File: src/rtl/lcdx_pkg.sv
// shared types, codes and constants of the lcd nibble expander sequencer
package lcdx_pkg;

    localparam int OP_W     = 3;
    localparam int ADDR7_W  = 7;
    localparam int PADDR_W  = 3;

    localparam logic [OP_W-1:0] OP_INIT      = 3'd0;
    localparam logic [OP_W-1:0] OP_COMMAND   = 3'd1;
    localparam logic [OP_W-1:0] OP_DATA      = 3'd2;
    localparam logic [OP_W-1:0] OP_BACKLIGHT = 3'd3;
    localparam logic [OP_W-1:0] OP_CURSOR    = 3'd4;

    localparam logic [PADDR_W-1:0] CFG_EXPANDER_ADDRESS = 3'd0;
    localparam logic [ADDR7_W-1:0] EXPANDER_ADDRESS_RST = 7'd39;

    localparam logic [7:0] PIN_RS = 8'h01;
    localparam logic [7:0] PIN_RW = 8'h02;
    localparam logic [7:0] PIN_E  = 8'h04;
    localparam logic [7:0] PIN_BL = 8'h08;

    localparam logic [7:0] ADDR_LINE1   = 8'h40;
    localparam logic [7:0] CMD_SET_ADDR = 8'h80;

    localparam int INIT_LEN = 7;
    localparam int IDX_W    = 3;
    localparam int Q_DEPTH  = 2;
    localparam int QPTR_W   = $clog2(Q_DEPTH);
    localparam int QCNT_W   = $clog2(Q_DEPTH + 1);

    typedef enum logic [1:0] {
        JOB_INIT,
        JOB_BYTE,
        JOB_BACKLIGHT
    } job_kind_t;

    typedef struct packed {
        job_kind_t  kind;
        logic       is_data;
        logic [7:0] data;
        logic       bl_on;
    } job_t;

    function automatic logic [7:0] init_byte(input logic [IDX_W-1:0] idx);
        logic [7:0] b;
        case (idx)
            3'd0:    b = 8'h03;
            3'd1:    b = 8'h03;
            3'd2:    b = 8'h03;
            3'd3:    b = 8'h02;
            3'd4:    b = 8'h20 | 8'h08;
            3'd5:    b = 8'h01;
            3'd6:    b = 8'h0C;
            default: b = 8'h00;
        endcase
        return b;
    endfunction

endpackage

File: src/rtl/lcd_nibble_expander_sequencer.sv
// top level of the lcd nibble expander sequencer
//
// request channel s_*: one word per display request (init, command byte,
// data byte, backlight, set cursor); unknown op codes are taken and dropped.
// result channel m_*: one word per expander port write, with the bus address
// and a last flag on the final write of each request.
// config: apb register at offset 0 holds the 7-bit expander address (reset 39).
// byte ops give 7 writes, backlight 1, init 51; one port-write sequencer
// emits one write per cycle unless m_ready stalls it and loads the next job
// with the last write of the current one, and drives an output register.
// a two-entry job queue lets requests be taken while the sequencer works.
// a stalled m_ready holds the output register and the sequencer; requests
// keep being taken until the queue fills.
// reset clears the port image, the queue and the output register.
module lcd_nibble_expander_sequencer (
    input  logic                          aclk,
    input  logic                          aresetn,
    input  logic                          psel,
    input  logic                          penable,
    input  logic                          pwrite,
    input  logic [lcdx_pkg::PADDR_W-1:0]  paddr,
    input  logic [31:0]                   pwdata,
    output logic [31:0]                   prdata,
    output logic                          pready,
    input  logic                          s_valid,
    output logic                          s_ready,
    input  logic [lcdx_pkg::OP_W-1:0]     s_op,
    input  logic [7:0]                    s_value,
    input  logic                          s_backlight_on,
    input  logic                          s_line,
    input  logic [5:0]                    s_column,
    output logic                          m_valid,
    input  logic                          m_ready,
    output logic [7:0]                    m_port_byte,
    output logic [lcdx_pkg::ADDR7_W-1:0]  m_target_address,
    output logic                          m_last
);
    import lcdx_pkg::*;

    logic [ADDR7_W-1:0] exp_addr_reg;
    logic               q_full, q_push, q_valid, q_pop;
    job_t               push_job, pop_job;

    assign pready = 1'b1;
    assign prdata = (paddr == CFG_EXPANDER_ADDRESS) ? {25'd0, exp_addr_reg} : 32'd0;

    always_ff @(posedge aclk) begin
        if (!aresetn) begin
            exp_addr_reg <= EXPANDER_ADDRESS_RST;
        end else if (psel && penable && pwrite && pready &&
                     (paddr == CFG_EXPANDER_ADDRESS)) begin
            exp_addr_reg <= pwdata[ADDR7_W-1:0];
        end
    end

    lcdx_front u_front (
        .s_valid        (s_valid),
        .s_ready        (s_ready),
        .s_op           (s_op),
        .s_value        (s_value),
        .s_backlight_on (s_backlight_on),
        .s_line         (s_line),
        .s_column       (s_column),
        .q_full         (q_full),
        .q_push         (q_push),
        .q_job          (push_job)
    );

    lcdx_queue u_queue (
        .aclk      (aclk),
        .aresetn   (aresetn),
        .push      (q_push),
        .push_job  (push_job),
        .full      (q_full),
        .pop_valid (q_valid),
        .pop       (q_pop),
        .pop_job   (pop_job)
    );

    lcdx_back u_back (
        .aclk             (aclk),
        .aresetn          (aresetn),
        .expander_address (exp_addr_reg),
        .q_valid          (q_valid),
        .q_pop            (q_pop),
        .q_job            (pop_job),
        .m_valid          (m_valid),
        .m_ready          (m_ready),
        .m_port_byte      (m_port_byte),
        .m_target_address (m_target_address),
        .m_last           (m_last)
    );

endmodule

File: src/rtl/lcdx_front.sv
// front end: accepts request words and turns them into sequencer jobs
module lcdx_front (
    input  logic                    s_valid,
    output logic                    s_ready,
    input  logic [lcdx_pkg::OP_W-1:0] s_op,
    input  logic [7:0]              s_value,
    input  logic                    s_backlight_on,
    input  logic                    s_line,
    input  logic [5:0]              s_column,
    input  logic                    q_full,
    output logic                    q_push,
    output lcdx_pkg::job_t          q_job
);
    import lcdx_pkg::*;

    logic       op_known;
    logic [7:0] cursor_cmd;

    assign s_ready    = !q_full;
    assign cursor_cmd = CMD_SET_ADDR + (s_line ? ADDR_LINE1 : 8'h00) + {2'b00, s_column};

    always_comb begin
        op_known        = 1'b1;
        q_job.kind      = JOB_BYTE;
        q_job.is_data   = 1'b0;
        q_job.data      = s_value;
        q_job.bl_on     = s_backlight_on;
        unique case (s_op)
            OP_INIT: begin
                q_job.kind = JOB_INIT;
                q_job.data = init_byte(3'd0);
            end
            OP_COMMAND: begin
                q_job.kind = JOB_BYTE;
            end
            OP_DATA: begin
                q_job.kind    = JOB_BYTE;
                q_job.is_data = 1'b1;
            end
            OP_BACKLIGHT: begin
                q_job.kind = JOB_BACKLIGHT;
            end
            OP_CURSOR: begin
                q_job.kind = JOB_BYTE;
                q_job.data = cursor_cmd;
            end
            default: begin
                op_known = 1'b0;
            end
        endcase
    end

    // unknown ops are taken and dropped
    assign q_push = s_valid && s_ready && op_known;

endmodule

File: src/rtl/lcdx_queue.sv
// short job queue between front end and sequencer
module lcdx_queue (
    input  logic           aclk,
    input  logic           aresetn,
    input  logic           push,
    input  lcdx_pkg::job_t push_job,
    output logic           full,
    output logic           pop_valid,
    input  logic           pop,
    output lcdx_pkg::job_t pop_job
);
    import lcdx_pkg::*;

    job_t              mem_reg [Q_DEPTH];
    logic [QPTR_W-1:0] wr_ptr_reg, wr_ptr_next;
    logic [QPTR_W-1:0] rd_ptr_reg, rd_ptr_next;
    logic [QCNT_W-1:0] cnt_reg, cnt_next;
    logic              do_push, do_pop;

    assign full      = (cnt_reg == QCNT_W'(Q_DEPTH));
    assign pop_valid = (cnt_reg != '0);
    assign pop_job   = mem_reg[rd_ptr_reg];
    assign do_push   = push && !full;
    assign do_pop    = pop && pop_valid;

    always_comb begin
        wr_ptr_next = wr_ptr_reg;
        rd_ptr_next = rd_ptr_reg;
        if (do_push) begin
            wr_ptr_next = (wr_ptr_reg == QPTR_W'(Q_DEPTH - 1)) ? '0 : wr_ptr_reg + 1'b1;
        end
        if (do_pop) begin
            rd_ptr_next = (rd_ptr_reg == QPTR_W'(Q_DEPTH - 1)) ? '0 : rd_ptr_reg + 1'b1;
        end
        cnt_next = cnt_reg + QCNT_W'(do_push) - QCNT_W'(do_pop);
    end

    always_ff @(posedge aclk) begin
        if (!aresetn) begin
            wr_ptr_reg <= '0;
            rd_ptr_reg <= '0;
            cnt_reg    <= '0;
        end else begin
            wr_ptr_reg <= wr_ptr_next;
            rd_ptr_reg <= rd_ptr_next;
            cnt_reg    <= cnt_next;
        end
    end

    always_ff @(posedge aclk) begin
        if (do_push) begin
            mem_reg[wr_ptr_reg] <= push_job;
        end
    end

endmodule

File: src/rtl/lcdx_back.sv
// back end: expands jobs into port writes and holds the port image
module lcdx_back (
    input  logic                         aclk,
    input  logic                         aresetn,
    input  logic [lcdx_pkg::ADDR7_W-1:0] expander_address,
    input  logic                         q_valid,
    output logic                         q_pop,
    input  lcdx_pkg::job_t               q_job,
    output logic                         m_valid,
    input  logic                         m_ready,
    output logic [7:0]                   m_port_byte,
    output logic [lcdx_pkg::ADDR7_W-1:0] m_target_address,
    output logic                         m_last
);
    import lcdx_pkg::*;

    typedef enum logic [2:0] {
        ST_IDLE,
        ST_CLR,
        ST_RW,
        ST_BYTE,
        ST_BL
    } state_t;

    state_t               state_reg, state_next;
    logic [7:0]           img_reg, img_next;
    logic [2:0]           step_reg, step_next;
    logic [IDX_W-1:0]     bidx_reg, bidx_next;
    logic [7:0]           byte_reg, byte_next;
    logic                 is_data_reg, is_data_next;
    logic                 is_init_reg, is_init_next;
    logic                 bl_reg, bl_next;
    logic                 out_valid_reg, out_valid_next;
    logic [7:0]           out_byte_reg, out_byte_next;
    logic [ADDR7_W-1:0]   out_addr_reg, out_addr_next;
    logic                 out_last_reg, out_last_next;

    logic                 active, fire, load;
    logic [7:0]           port_w;
    logic                 last_w;

    assign active = (state_reg != ST_IDLE);
    assign fire   = active && (!out_valid_reg || m_ready);

    // port byte and last flag of the current write
    always_comb begin
        port_w = img_reg;
        last_w = 1'b0;
        unique case (state_reg)
            ST_CLR: port_w = 8'h00;
            ST_RW:  port_w = img_reg & ~PIN_RW;
            ST_BL: begin
                port_w = bl_reg ? (img_reg | PIN_BL) : (img_reg & ~PIN_BL);
                last_w = 1'b1;
            end
            ST_BYTE: begin
                case (step_reg)
                    3'd0:    port_w = is_data_reg ? (img_reg | PIN_RS) : (img_reg & ~PIN_RS);
                    3'd1:    port_w = img_reg | PIN_E;
                    3'd2:    port_w = {byte_reg[7:4], img_reg[3:0]};
                    3'd3:    port_w = img_reg & ~PIN_E;
                    3'd4:    port_w = img_reg | PIN_E;
                    3'd5:    port_w = {byte_reg[3:0], img_reg[3:0]};
                    3'd6:    port_w = img_reg & ~PIN_E;
                    default: port_w = img_reg;
                endcase
                last_w = (step_reg == 3'd6) &&
                         (!is_init_reg || (bidx_reg == IDX_W'(INIT_LEN - 1)));
            end
            default: begin
                port_w = img_reg;
            end
        endcase
    end

    assign load  = q_valid && (!active || (fire && last_w));
    assign q_pop = load;

    always_comb begin
        state_next     = state_reg;
        img_next       = img_reg;
        step_next      = step_reg;
        bidx_next      = bidx_reg;
        byte_next      = byte_reg;
        is_data_next   = is_data_reg;
        is_init_next   = is_init_reg;
        bl_next        = bl_reg;
        out_valid_next = out_valid_reg && !m_ready;
        out_byte_next  = out_byte_reg;
        out_addr_next  = out_addr_reg;
        out_last_next  = out_last_reg;

        if (fire) begin
            out_valid_next = 1'b1;
            out_byte_next  = port_w;
            out_addr_next  = expander_address;
            out_last_next  = last_w;
            img_next       = port_w;
            if (state_reg == ST_CLR) begin
                state_next = ST_RW;
            end else if (state_reg == ST_RW) begin
                state_next = ST_BYTE;
                step_next  = 3'd0;
                bidx_next  = '0;
                byte_next  = init_byte('0);
            end else if (last_w) begin
                state_next = ST_IDLE;
            end else if (step_reg == 3'd6) begin
                step_next = 3'd0;
                bidx_next = bidx_reg + 1'b1;
                byte_next = init_byte(bidx_reg + 1'b1);
            end else begin
                step_next = step_reg + 3'd1;
            end
        end

        if (load) begin
            step_next    = 3'd0;
            bidx_next    = '0;
            byte_next    = q_job.data;
            is_data_next = q_job.is_data;
            is_init_next = (q_job.kind == JOB_INIT);
            bl_next      = q_job.bl_on;
            case (q_job.kind)
                JOB_INIT:      state_next = ST_CLR;
                JOB_BACKLIGHT: state_next = ST_BL;
                default:       state_next = ST_BYTE;
            endcase
        end
    end

    always_ff @(posedge aclk) begin
        if (!aresetn) begin
            state_reg     <= ST_IDLE;
            img_reg       <= 8'h00;
            out_valid_reg <= 1'b0;
        end else begin
            state_reg     <= state_next;
            img_reg       <= img_next;
            out_valid_reg <= out_valid_next;
        end
        step_reg     <= step_next;
        bidx_reg     <= bidx_next;
        byte_reg     <= byte_next;
        is_data_reg  <= is_data_next;
        is_init_reg  <= is_init_next;
        bl_reg       <= bl_next;
        out_byte_reg <= out_byte_next;
        out_addr_reg <= out_addr_next;
        out_last_reg <= out_last_next;
    end

    assign m_valid          = out_valid_reg;
    assign m_port_byte      = out_byte_reg;
    assign m_target_address = out_addr_reg;
    assign m_last           = out_last_reg;

endmodule

File: config.mk
export PLATFORM = sky130hd
export DESIGN_NAME = lcd_nibble_expander_sequencer
export DESIGN_NICKNAME = d
export VERILOG_FILES = /design/src/rtl/lcdx_pkg.sv /design/src/rtl/lcd_nibble_expander_sequencer.sv /design/src/rtl/lcdx_front.sv /design/src/rtl/lcdx_queue.sv /design/src/rtl/lcdx_back.sv
export SDC_FILE = /design/constraint.sdc
export NUM_CORES = 1
export LEC_CHECK = 0
export BUFFER_PORTS_ARGS = -buffer_cell sky130_fd_sc_hd__buf_4
export CORE_ASPECT_RATIO = 1.4
export CORE_MARGIN = 2
export CORE_UTILIZATION = 50
export CTS_CLUSTER_DIAMETER = 200
export DETAILED_ROUTE_END_ITERATION = 10
export PLACE_DENSITY = 0.77
export SYNTH_ARGS = -nofsm -noshare
export SYNTH_HDL_FRONTEND = slang
export SYNTH_SLANG_ARGS = --single-unit
File: constraint.sdc
create_clock -name aclk -period 3.6 [get_ports aclk]
set_clock_uncertainty 0.2 [all_clocks]
set_input_delay 0.54 -clock aclk [delete_from_list [all_inputs] [get_ports aclk]]
set_output_delay 0.54 -clock aclk [all_outputs]
set_load 0.005 [all_outputs]
==> impl_metrics.csv, run 1 <==
group,metric,value,unit
run_status,outcome,"finished clean",
worst_setup_path,crit_type,"reg2reg",
global_route,use_met2,0.3053,
floorplan,fp.dieH,108.9,microns
timing,rsz0062_at_grt,"false",
power,p_leak,1.830,nW
placement,place_ws,0.7851,ns
global_route,globalRouteTotalUtil,0.1693,
worst_setup_path,cp_max_fo,8,
yosys,synth.avg_cell_area,10.83,sq um
yosys,ys.flop_type,"edfxtp_1",
global_route,use_met1,0.1689,
placement,placedInstanceArea,4347,sq um
timing,max_freq,0.3575,GHz
cells_and_area,synthToLayoutAreaGrowth,14.80,%
cts,post_cts_buffers,0,
yosys,netlist.area_leader.share,0.3897,
power,p_switching,1.085,mW
yosys,ys_warn_count,0,
yosys,syn_area,3930,sq um
detailed_routing,wl,6.654,mm
power,switching_share,0.3427,
floorplan,design.core.area,7702,sq um
cts,clk_pin_slew,0.07,ns
floorplan,rows,38,
yosys,synth_seq_cells,81,
timing,holdWs,0.1722,ns
yosys,netlist_instances,363,
detailed_routing,avgViaCountPerCell,4.990,
worst_setup_path,cp.required,3.64,ns
timing,maxSlewHeadroom,0.4735,
detailed_routing,ant_nets,0,
global_route,use_met3,0.05877,
cts,cts_tree,"yes",
placement,place_inst,508,
cts,numClockSinks,81,
detailed_routing,dr.first_iter.drc_count,171,
cells_and_area,final_cells,524,
detailed_routing,via_count,2615,
timing,timing.final.crit_share,0.7770,
yosys,yosysSeqAreaShare,0.5425,
yosys,yosys.area.top_type,"edfxtp_1",
timing,setup_slack,0.8030,ns
detailed_routing,first_pass_iters,4,
yosys,ys_types,61,
yosys,synth_edf_count,51,
detailed_routing,wl_per_cell,12.70,microns
worst_setup_path,critPathArrivalTime,2.83,ns
timing,fin_setup_tns,0,ns
timing,layout_min_cycle_time,2.797,ns
global_route,grt_antenna_before_repair,0,
cells_and_area,drive_gt1_frac,0.2193,
cells_and_area,final_common_cell,"buf_4",
yosys,async_flop_share,0,
power,p_comb_frac,0.348,
power,p_int,2.081,mW
timing,slew_violations,0,
floorplan,initial_utilization,0.5102,
worst_setup_path,endpoint_kind,"flip-flop",
worst_setup_path,start_kind,"flip-flop",
power,fin_total_pwr,3.166,mW
cts,insertion_delay,0.36,ns
cells_and_area,design_area,4512,sq um
worst_setup_path,crit_path_cell_trace,"inv_1 -> ha_1 -> a21boi_0 -> nor2_1 -> a31oi_4 -> inv_1 -> ha_1 -> inv_1 -> ha_1 -> xor2_1 -> xnor2_1 -> nor2_1",
cells_and_area,largest_reg_flops,24,
global_route,top_usage_layer,"met2",
power,pwr-share-seq,0.474,
cts,cts_hold_buf,0,
cells_and_area,fin_util,0.5858,
yosys,synthTopCellsByArea,"edfxtp_1 39%, dfxtp_1 15%, buf_4 5.0%",
placement,io_buffers,60,
power,power.share.clock,0.177,
cts,clock_path_buffers,2,
detailed_routing,remaining_drc_errors,0,
timing,setup_viol,0,
floorplan,io_pins,112,
power,power_density,701.6,nW/um^2
floorplan,die_area,8595,sq um
cells_and_area,design.final.nets,488,
placement,gp_congestion,0.8906,
global_route,grt_pass1_vias,2486,
timing,hold_viol,0,
timing,worst_slew_pin_slew,0.7889,ns
cells_and_area,fillers,688,
global_route,grt_pass1_wl,11.12,mm
cells_and_area,diodes,0,
global_route,overflow,0,
power,irDropWorstVdd,361.6,uV
cts,cts_resized,0,
cts,htreeDepth,3,
cells_and_area,final_cell_mix,"65 x buf_4, 51 x edfxtp_1, 35 x nor2_1, 33 x nand2_1, 30 x dfxtp_1",
cts,root_buffer,"clkbuf_8",
global_route,grt_max_degree,24,
cts,numCtsBuffers,9,
worst_setup_path,crit_path_top_delay_cell,"dfxtp_1",
worst_setup_path,cp_slowest_stage_delay,0.47,ns
run,max_cap_viol_count,0,
worst_hold_path,hold_path_class,"in2reg",
placement,dp_hpwl,4.972,mm
floorplan,die_w,78.93,microns
-- power by group through the flow --
stage / logic (mW) / clock network, mW / registers [mW]
floorplan: 0.895 / 0 / 1.43
global placement: 1.08 / 0 / 1.51
detailed placement: 1.11 / 0 / 1.52
CTS: 1.12 / 0.583 / 1.50
global route: 1.25 / 0.620 / 1.54
finish: 1.10 / 0.560 / 1.50
-- logic make-up after synthesis --
family / after synthesis / share of synthesized area
other: 2 / 0.001911
flip-flops: 81 / 0.5425
buffers and inverters: 56 / 0.08437
AO/OA/AOI/OAI: 79 / 0.1449
multiplexers: 17 / 0.04425
XOR/XNOR: 7 / 0.01560
adder cells (fa/ha/maj): 8 / 0.02547
AND/OR/NAND/NOR: 113 / 0.1410
-- cells in the mapped netlist, drive strengths merged (2+ instances only) --
cell    count
edfxtp     51
buf        36
nor2       35
nand2      33
dfxtp      30
o21ai      28
mux2i      14
inv        12
a21oi      10
and2        9
clkbuf      8
ha          8
nand2b      7
nand3       7
nor2b       6
a211oi      5
xnor2       5
a31oi       4
o21ba       4
a32oi       3
mux2        3
o21a        3
o31ai       3
a211o       2
a22o        2
and3b       2
conb        2
nand3b      2
nand4       2
nor3        2
o22ai       2
o41ai       2
or2         2
xor2        2
-- layer usage --
layer | up-vias | wire length, microns
met3 | 15 | 377
li1 | 1338 | -
met4 | 0 | 247
met2 | 83 | 3459
met1 | 1179 | 2568
met5 | - | 0
-- area by class of cell --
cell class | count | area, sq um | share of cell area
timing repair buffer | 65 | 488.0 | 0.1082
multi-input combinational | 250 | 1556 | 0.3450
clock inverter | 3 | 16.27 | 0.003605
inverter | 12 | 45.04 | 0.009983
clock buffer | 13 | 148.9 | 0.03300
tap | 100 | 125.1 | 0.02773
sequential | 81 | 2132 | 0.4725
-- critical path, delay by kind of cell (launching register included) --
kind,cells,cell delay [ns]
fa+ha+maj,3,0.64
buf+inv,3,0.26
xor+xnor,2,0.32
compound gates,2,0.54
simple gates,2,0.24
flops,1,0.47
-- final timing paths --
check	start	endpoint	slack, ns	depth (start not counted)
setup reg to reg	u_back.bidx_reg[0]	u_queue.cnt_reg[1]	0.80	12
hold reg to reg	exp_addr_reg[2]	u_back.m_target_address[2]	0.24	0
hold / removal	s_backlight_on	u_queue.mem_reg[0][0]	0.17	1
setup / recovery	u_back.bidx_reg[0]	u_queue.cnt_reg[1]	0.80	12
Power figures use the tool's default switching activity.
==> inputs of run 2 (changes only) <==
- CORE_UTILIZATION: 50 -> 47
- PLACE_DENSITY: 0.77 -> 0.76
- clock period: 3.6 -> 2.56 ns (I/O delays scaled with it)
==> run 2 against run 1 <==
Against the previous run: combinational power grew 56%; flip-flop and latch count is the same; utilization shrank 1.1 points; sequential power grew 36%; critical path type unchanged; largest power group unchanged.
==> impl_metrics.csv, run 2 (synthesized netlist as in run 1, its figures left out) <==
group,metric,value,unit
power,power_density,1044,nW/um^2
power,fin_total_pwr,4.889,mW
cells_and_area,design_area,4684,sq um
detailed_routing,avgViaCountPerCell,5.065,
timing,setup_viol,0,
power,p_leak,1.921,nW
cts,insertion_delay,0.34,ns
worst_setup_path,critPathArrivalTime,2.42,ns
timing,fin_setup_tns,0,ns
floorplan,fp.dieH,112.2,microns
cts,numCtsBuffers,9,
placement,dp_hpwl,5.280,mm
worst_setup_path,cp.required,2.58,ns
floorplan,io_pins,112,
placement,placedInstanceArea,4422,sq um
global_route,grt_pass1_vias,2587,
cells_and_area,design.final.nets,497,
timing,timing.final.crit_share,0.9385,
cts,htreeDepth,3,
cells_and_area,final_common_cell,"buf_4",
cells_and_area,drive_gt1_frac,0.2425,
detailed_routing,via_count,2710,
floorplan,die_w,81.29,microns
detailed_routing,ant_nets,0,
detailed_routing,remaining_drc_errors,0,
timing,layout_min_cycle_time,2.403,ns
placement,place_ws,0.1316,ns
run,max_cap_viol_count,0,
worst_setup_path,start_kind,"flip-flop",
cells_and_area,diodes,0,
cts,numClockSinks,81,
global_route,globalRouteTotalUtil,0.1681,
power,irDropWorstVdd,478.5,uV
run_status,outcome,"finished clean",
global_route,grt_antenna_before_repair,0,
timing,rsz0062_at_grt,"false",
cells_and_area,fillers,712,
detailed_routing,dr.first_iter.drc_count,128,
global_route,grt_pass1_wl,11.72,mm
cts,cts_tree,"yes",
floorplan,rows,39,
worst_setup_path,cp_max_fo,8,
cells_and_area,largest_reg_flops,24,
global_route,grt_max_degree,24,
global_route,overflow,0,
cts,root_buffer,"clkbuf_16",
timing,slew_violations,0,
cts,cts_hold_buf,0,
cts,clk_pin_slew,0.06,ns
cells_and_area,synthToLayoutAreaGrowth,19.20,%
timing,holdWs,0.03087,ns
floorplan,design.core.area,8149,sq um
placement,io_buffers,60,
cts,clock_path_buffers,2,
worst_setup_path,endpoint_kind,"flip-flop",
floorplan,die_area,9120,sq um
cts,post_cts_buffers,0,
worst_setup_path,crit_type,"reg2reg",
timing,max_freq,0.4162,GHz
cells_and_area,final_cell_mix,"74 x buf_4, 51 x edfxtp_1, 34 x nor2_1, 33 x nand2_1, 29 x dfxtp_1",
detailed_routing,wl,7.110,mm
placement,gp_congestion,0.9105,
floorplan,initial_utilization,0.4823,
timing,hold_viol,0,
timing,setup_slack,0.1574,ns
detailed_routing,first_pass_iters,4,
worst_hold_path,hold_path_class,"in2reg",
detailed_routing,wl_per_cell,13.29,microns
-- run 2: layer usage --
metal | global-route usage | up-vias | share of wire
met5 | 0 | - | 0
met2 | 0.2956 | 97 | 0.54
met4 | 0.08927 | 0 | 0.016
met1 | 0.1767 | 1242 | 0.38
met3 | 0.04662 | 9 | 0.066
li1 | - | 1362 | -
-- run 2: path summary, 6_finish.rpt --
| check | slack [ns] | to | from | cells past startpoint |
|---|---|---|---|---|
| hold / removal | 0.03 | u_queue.mem_reg[0][0] | s_backlight_on | 1 |
| setup / recovery | 0.16 | u_queue.cnt_reg[1] | u_back.bidx_reg[0] | 12 |
| setup reg to reg | 0.16 | u_queue.cnt_reg[1] | u_back.bidx_reg[0] | 12 |
| hold reg to reg | 0.24 | u_back.m_target_address[5] | exp_addr_reg[5] | 0 |
-- run 2: stage by stage --
stage / util / std cells
finish: 0.5749 / 535
global route: 0.5749 / 535
CTS: 0.5742 / 535
detailed placement: 0.5426 / 519
global placement: 0.5426 / 519
floorplan: - / 387
-- run 2: area by class of cell --
| cell class | count | area [sq um] | area share |
|---|---|---|---|
| repair buffers | 74 | 555.5 | 0.1186 |
| clock buffers | 13 | 240.2 | 0.05128 |
| well taps | 102 | 127.6 | 0.02724 |
| inverters | 12 | 45.04 | 0.009615 |
| flip-flops and latches | 81 | 2136 | 0.4559 |
| clock inverters | 3 | 17.52 | 0.003739 |
| multi-input cells | 250 | 1563 | 0.3336 |
-- run 2: worst max-delay path: stages (launching register included) --
cell	delay [ns]
dfxtp_4	0.39
inv_1	0.08
ha_1	0.21
a21boi_2	0.24
nor2_2	0.10
a31oi_4	0.15
inv_1	0.08
ha_1	0.28
inv_1	0.05
ha_1	0.14
xor2_1	0.17
xnor2_1	0.13
nor2_1	0.05
-- run 2: report_power, final --
part           switching, mW  internal, mW  total (mW)
Sequential             0.174          1.86        2.04
Combinational          0.973         0.752        1.72
Clock                  0.473         0.654        1.13
-- run 2: repair_timing --
item                                    CTS  global route
gates resized for setup                   0             2
endpoints found under the hold margin     0             0
endpoints found under the setup margin    0             1
